<file path="config.mk">
export PLATFORM = sky130hd
export DESIGN_NAME = bct_ctrl
export DESIGN_NICKNAME = d
export VERILOG_FILES = /design/src/hw/rtl/bct_pkg.sv /design/src/hw/rtl/bct_ctrl.sv
export SDC_FILE = /design/constraint.sdc
export NUM_CORES = 1
export LEC_CHECK = 0
export BUFFER_PORTS_ARGS = -buffer_cell sky130_fd_sc_hd__buf_2
export CORE_MARGIN = 2
export CORE_UTILIZATION = 40
export DETAILED_ROUTE_END_ITERATION = 8
export PLACE_DENSITY = 0.79
export SETUP_SLACK_MARGIN = 0.15
export SLEW_MARGIN = 0
export SYNTH_ARGS = -nofsm -noshare
export SYNTH_HDL_FRONTEND = slang
export SYNTH_SLANG_ARGS = --single-unit
</file>
<file path="constraint.sdc">
create_clock -name clk -period 1.5 [get_ports clk]
set_input_delay 0.075 -clock clk [delete_from_list [all_inputs] [get_ports clk]]
set_output_delay 0.075 -clock clk [all_outputs]
set_load 0.02 [all_outputs]
</file>
<file path="src/hw/rtl/bct_pkg.sv">
package bct_pkg;

  localparam int COORD_W = 9;
  localparam int SCAN_W  = 10;

  localparam logic OP_LOAD  = 1'b0;
  localparam logic OP_FETCH = 1'b1;

  localparam logic REG_IMAGE_WIDTH  = 1'b0;
  localparam logic REG_IMAGE_HEIGHT = 1'b1;

  typedef enum logic [1:0] {
    HEAD_NORTH,
    HEAD_EAST,
    HEAD_SOUTH,
    HEAD_WEST
  } heading_t;

  typedef enum logic [1:0] {
    PH_LOADING,
    PH_SCANNING,
    PH_WALKING,
    PH_DONE
  } phase_t;

  typedef enum logic [2:0] {
    ST_CLEAR,
    ST_IDLE,
    ST_BUILD,
    ST_FLUSH,
    ST_SCAN_RD,
    ST_SCAN_CHK,
    ST_WALK_UPD,
    ST_EMIT_DONE
  } state_t;

  typedef struct packed {
    logic clear_step;
    logic load_px;
    logic scan_init;
    logic build_step;
    logic scan_rd;
    logic scan_wrap;
    logic scan_next;
    logic start;
    logic walk_rd;
    logic walk_upd;
    logic emit_done;
  } ctrl_cmd_t;

  typedef struct packed {
    logic clear_last;
    logic build_empty;
    logic build_last;
    logic row_ok;
    logic col_ok;
    logic mask_bit;
    logic walk_close;
    logic out_free;
  } ctrl_stat_t;

  function automatic heading_t turn_left(heading_t d);
    return heading_t'(2'(d + 2'd3));
  endfunction

  function automatic heading_t turn_right(heading_t d);
    return heading_t'(2'(d + 2'd1));
  endfunction

  // offsets of the pixel ahead-left of a corner for a given heading
  function automatic logic fl_dx(heading_t d);
    return (d == HEAD_EAST) || (d == HEAD_SOUTH);
  endfunction

  function automatic logic fl_dy(heading_t d);
    return (d == HEAD_SOUTH) || (d == HEAD_WEST);
  endfunction

endpackage

</file>
<file path="src/hw/rtl/bct_ctrl.sv">
module bct_ctrl (
  input  logic                  clk,
  input  logic                  rst,
  input  logic                  in_valid,
  input  logic                  operation,
  input  logic                  cfg_we,
  input  bct_pkg::ctrl_stat_t   stat,
  output logic                  in_ready,
  output bct_pkg::ctrl_cmd_t    cmd
);

  bct_pkg::state_t state, state_next;
  bct_pkg::phase_t phase, phase_next;

  always_ff @(posedge clk) begin
    if (rst) begin
      state <= bct_pkg::ST_CLEAR;
      phase <= bct_pkg::PH_LOADING;
    end else begin
      state <= state_next;
      phase <= phase_next;
    end
  end

  always_comb begin
    state_next = state;
    phase_next = phase;
    case (state)
      bct_pkg::ST_CLEAR: begin
        if (stat.clear_last) state_next = bct_pkg::ST_IDLE;
      end
      bct_pkg::ST_IDLE: begin
        if (in_valid) begin
          if (operation == bct_pkg::OP_LOAD) begin
            phase_next = bct_pkg::PH_LOADING;
          end else begin
            case (phase)
              bct_pkg::PH_LOADING: begin
                phase_next = bct_pkg::PH_SCANNING;
                state_next = stat.build_empty ? bct_pkg::ST_SCAN_RD : bct_pkg::ST_BUILD;
              end
              bct_pkg::PH_SCANNING: state_next = bct_pkg::ST_SCAN_RD;
              bct_pkg::PH_WALKING:  state_next = bct_pkg::ST_WALK_UPD;
              default:              state_next = bct_pkg::ST_EMIT_DONE;
            endcase
          end
        end
      end
      bct_pkg::ST_BUILD: begin
        if (stat.build_last) state_next = bct_pkg::ST_FLUSH;
      end
      bct_pkg::ST_FLUSH: state_next = bct_pkg::ST_SCAN_RD;
      bct_pkg::ST_SCAN_RD: begin
        if (!stat.row_ok) begin
          phase_next = bct_pkg::PH_DONE;
          state_next = bct_pkg::ST_EMIT_DONE;
        end else if (stat.col_ok) begin
          state_next = bct_pkg::ST_SCAN_CHK;
        end
      end
      bct_pkg::ST_SCAN_CHK: begin
        if (stat.mask_bit) begin
          if (stat.out_free) begin
            phase_next = bct_pkg::PH_WALKING;
            state_next = bct_pkg::ST_IDLE;
          end
        end else begin
          state_next = bct_pkg::ST_SCAN_RD;
        end
      end
      bct_pkg::ST_WALK_UPD: begin
        if (stat.out_free) begin
          state_next = bct_pkg::ST_IDLE;
          if (stat.walk_close) phase_next = bct_pkg::PH_SCANNING;
        end
      end
      bct_pkg::ST_EMIT_DONE: begin
        if (stat.out_free) state_next = bct_pkg::ST_IDLE;
      end
      default: state_next = bct_pkg::ST_IDLE;
    endcase
    if (cfg_we) phase_next = bct_pkg::PH_LOADING;
  end

  always_comb begin
    cmd      = '0;
    in_ready = (state == bct_pkg::ST_IDLE);
    case (state)
      bct_pkg::ST_CLEAR: cmd.clear_step = 1'b1;
      bct_pkg::ST_IDLE: begin
        if (in_valid) begin
          if (operation == bct_pkg::OP_LOAD) begin
            cmd.load_px = 1'b1;
          end else if (phase == bct_pkg::PH_LOADING) begin
            cmd.scan_init = 1'b1;
          end else if (phase == bct_pkg::PH_WALKING) begin
            cmd.walk_rd = 1'b1;
          end
        end
      end
      bct_pkg::ST_BUILD: cmd.build_step = 1'b1;
      bct_pkg::ST_FLUSH: cmd.scan_init = 1'b1;
      bct_pkg::ST_SCAN_RD: begin
        if (stat.row_ok) begin
          if (stat.col_ok) cmd.scan_rd = 1'b1;
          else cmd.scan_wrap = 1'b1;
        end
      end
      bct_pkg::ST_SCAN_CHK: begin
        if (stat.mask_bit) cmd.start = stat.out_free;
        else cmd.scan_next = 1'b1;
      end
      bct_pkg::ST_WALK_UPD:  cmd.walk_upd = stat.out_free;
      bct_pkg::ST_EMIT_DONE: cmd.emit_done = stat.out_free;
      default: cmd = '0;
    endcase
  end

endmodule

</file>
==> out/results.tsv <==
stage	metric	value	unit
cells_and_area	fin_nets	132	
timing	slew_viol_final	0	
global_routing	track_usage	0.249	
logic_synthesis	netlist_top_cells_area	dfxtp_1, ha_1, nor2_1	
clocking	cts_tree	built	
power_and_ir_drop	p_int	0.459	mW
power_and_ir_drop	power	0.731	mW
clocking	cts-root-buf	clkbuf_4	
worst_setup_path	cp_max_fo	12	
power_and_ir_drop	leakage	0.413	nW
global_routing	antenna_found_initial	0	
worst_setup_path	worst-path-stages	4	
logic_synthesis	synth_seq_cells	5	
logic_synthesis	syn-cell-area	552	sq um
logic_synthesis	synthCells	75	
detailed_routing	vias_per_cell	5.86	
logic_synthesis	synth_warnings	0	
detailed_routing	ant_nets	0	
cells_and_area	layoutNonFillerInstCount	130	
power_and_ir_drop	power_switching	0.272	mW
detailed_routing	drtIter0Drc	21	
logic_synthesis	synth_nets	91	
die	die_h	41.1	um
worst_setup_path	crit_chain	nand2b_1, buf_4, nor3_1, buf_2	
clocking	ctsHtreeMaxLevel	1	
worst_setup_path	start_kind	register	
worst_hold_path	hold_depth	2	
cells_and_area	antenna_cells	0	
global_routing	grt_pass1_vias	704	
clocking	cts_sinks	5	
placed_design	dp_cells	118	
worst_setup_path	path_class	reg -> out	
timing	setup_viol	0	
clocking	cts-buffers-inserted	3	
die	ioPinCount	25	
logic_synthesis	syn_area_per_cell	7.36	sq um
detailed_routing	first_pass_iters	4	
worst_setup_path	crit_arrival	1.39	ns
timing	max_slew_margin	0.776	
worst_setup_path	max_stage_delay	0.49	ns
placed_design	hpwl	1170	um
timing	finalHoldViolCount	0	
detailed_routing	routedWlPerCell	14.8	um
cells_and_area	drive_gt1_frac	0.609	
global_routing	grt_overflow	0	
timing	skew	0.00318	ns
worst_setup_path	reg2reg_depth	4	
timing	grt_setup_unrepaired	true	
die	die-area	0.00169	sq mm
detailed_routing	drc	0	
detailed_routing	vias	762	
power_and_ir_drop	max-vdd-ir-drop	0.000605	V
global_routing	grt_max_degree	13	
logic_synthesis	synth_top_cell_area_share	0.181	
job	cap_violations	0	
detailed_routing	drt-total-wl	1930	um
cells_and_area	area_delta_synth_final	75.7	%
worst_setup_path	cp_num_buf_inv	2	
timing	max_freq	684	MHz
die	rows	13	
worst_setup_path	crit_path_top_delay_cell	dfxtp_2	
logic_synthesis	ys_types	32	
timing	min_period_over_period	0.974	
die	core-area	0.00130	sq mm
logic_synthesis	synth_top_cell_by_area	dfxtp_1	
global_routing	grt_first_pass_wirelength	2840	um
clocking	insertion_delay	0.24	ns
power_and_ir_drop	pwr-share-comb	0.549	
power_and_ir_drop	pwr-share-clk	0.225	
die	initial_utilization	0.424	
worst_hold_path	hold_class	in -> reg	
timing	worstMarginPinSlew	0.336	ns
run_status	status	finished clean	
power_and_ir_drop	switching_share	0.372	
worst_setup_path	required	1.42	ns
power_and_ir_drop	power_frac_seq	0.226	
timing	period_minus_slack	1.46	ns
clocking	clockBufferDepth	2	
logic_synthesis	seq_area_frac_synth	0.181	
power_and_ir_drop	power_density	754	mW/mm^2
placed_design	gp_congestion	0.844	
worst_setup_path	cp_top_family	flip-flops	
clocking	clk_pin_slew_worst_paths	0.05	ns
placed_design	place.port_buffers	24	
worst_setup_path	critPathCaptureType	primary output	
die	dieWidth	41.1	um
==> cells in the mapped netlist <==
master,number
nor2_1,10
inv_1,7
a21oi_1,5
dfxtp_1,5
nand2_1,4
nand3_1,4
nor3_1,4
ha_1,3
nand2b_1,3
a211oi_1,2
a311oi_1,2
a31oi_1,2
and4_1,2
buf_2,2
buf_4,2
o21ai_0,2
a2111oi_1,1
a211o_1,1
a21o_1,1
a222oi_1,1
a31o_1,1
a31o_2,1
mux2_4,1
nand4bb_1,1
nor3b_2,1
nor4_2,1
nor4b_1,1
o31a_1,1
o32a_1,1
or2_2,1
or2b_2,1
or3_1,1
==> power groups by stage <==
stage               Clock, mW  Combinational [mW]  Sequential (mW)
detailed placement          0               0.277            0.171
CTS                     0.165               0.372            0.163
finish                  0.164               0.402            0.165
floorplan                   0               0.189            0.161
global placement            0               0.270            0.170
global route            0.176               0.432            0.166
==> path summary, 6_finish.rpt <==
kind | from | to | slack [ns]
max reg2reg | state[0] | state[0] | 0.04
min reg2reg | phase[1] | phase[1] | 0.55
min | cfg_we | phase[1] | 0.02
max | state[2] | cmd[4] | 0.04
==> sequential cells by signal, indices dropped and copies added, names as in the netlist <==
name   count
state      3
phase      2
==> stage by stage <==
step | hold slack, ns | setup TNS [ns] | setup slack (ns) | area [sq um] | utilization
after floorplan | 0.139 | 0 | 0.125 | 562 | -
after global placement | 0.256 | 0 | 0.0352 | 736 | 0.565
after detailed placement | 0.257 | 0 | 0.0456 | 736 | 0.565
after CTS | 0.00443 | 0 | 0.0827 | 916 | 0.704
after global routing | 0.0120 | -0.00650 | -0.00650 | 970 | 0.745
final | 0.0174 | 0 | 0.0383 | 970 | 0.745
==> area by class of cell <==
class | count | area, sq um
flip-flops and latches | 5 | 114
fillers | 97 | 332
multi-input cells | 59 | 499
repair buffers | 40 | 283
inverters | 7 | 28.8
clock buffers | 4 | 26.3
well taps | 15 | 18.8
==> routing by layer <==
layer	vias to the layer above	track usage	wire [um]
met3	2	0.0380	138
met4	0	0.0645	8
met1	361	0.294	778
li1	360	-	-
met2	39	0.457	1000
met5	-	0	0
==> repair_timing <==
| action | in CTS | in global routing |
|---|---|---|
| pin swaps | 11 | 4 |
| gates resized for setup | 27 | 12 |
| hold buffers | 0 | 0 |
| setup buffers | 8 | 0 |
| setup endpoints to repair | 13 | 14 |
==> cells in the final DEF (no fill, tap or decap), types with 2 or more instances in the layout <==
master    synthesis  final
nor2_1           10      7
buf_2             2     19
o21ai_0           2      2
inv_1             7      5
buf_6             0      8
nand2b_1          3      2
nand3_1           4      3
nor3_1            4      3
a21oi_1           5      4
and4_1            2      2
clkbuf_4          0      3
dfxtp_2           0      2
dfxtp_4           0      3
nor2_4            0      3
buf_4             2     13
nand2_1           4      4
==> cells by family (layout without fill, tap and decap cells) <==
logic type,count (synthesis),count (layout),synth area share
multiplexers,1,1,0.0272
AO/OA/AOI/OAI,21,21,0.277
buffers and inverters,11,51,0.0930
AND/OR/NAND/NOR,34,34,0.354
flip-flops,5,5,0.181
adder cells (fa/ha/maj),3,3,0.0680
No activity file was read; power rests on OpenSTA's default activity.
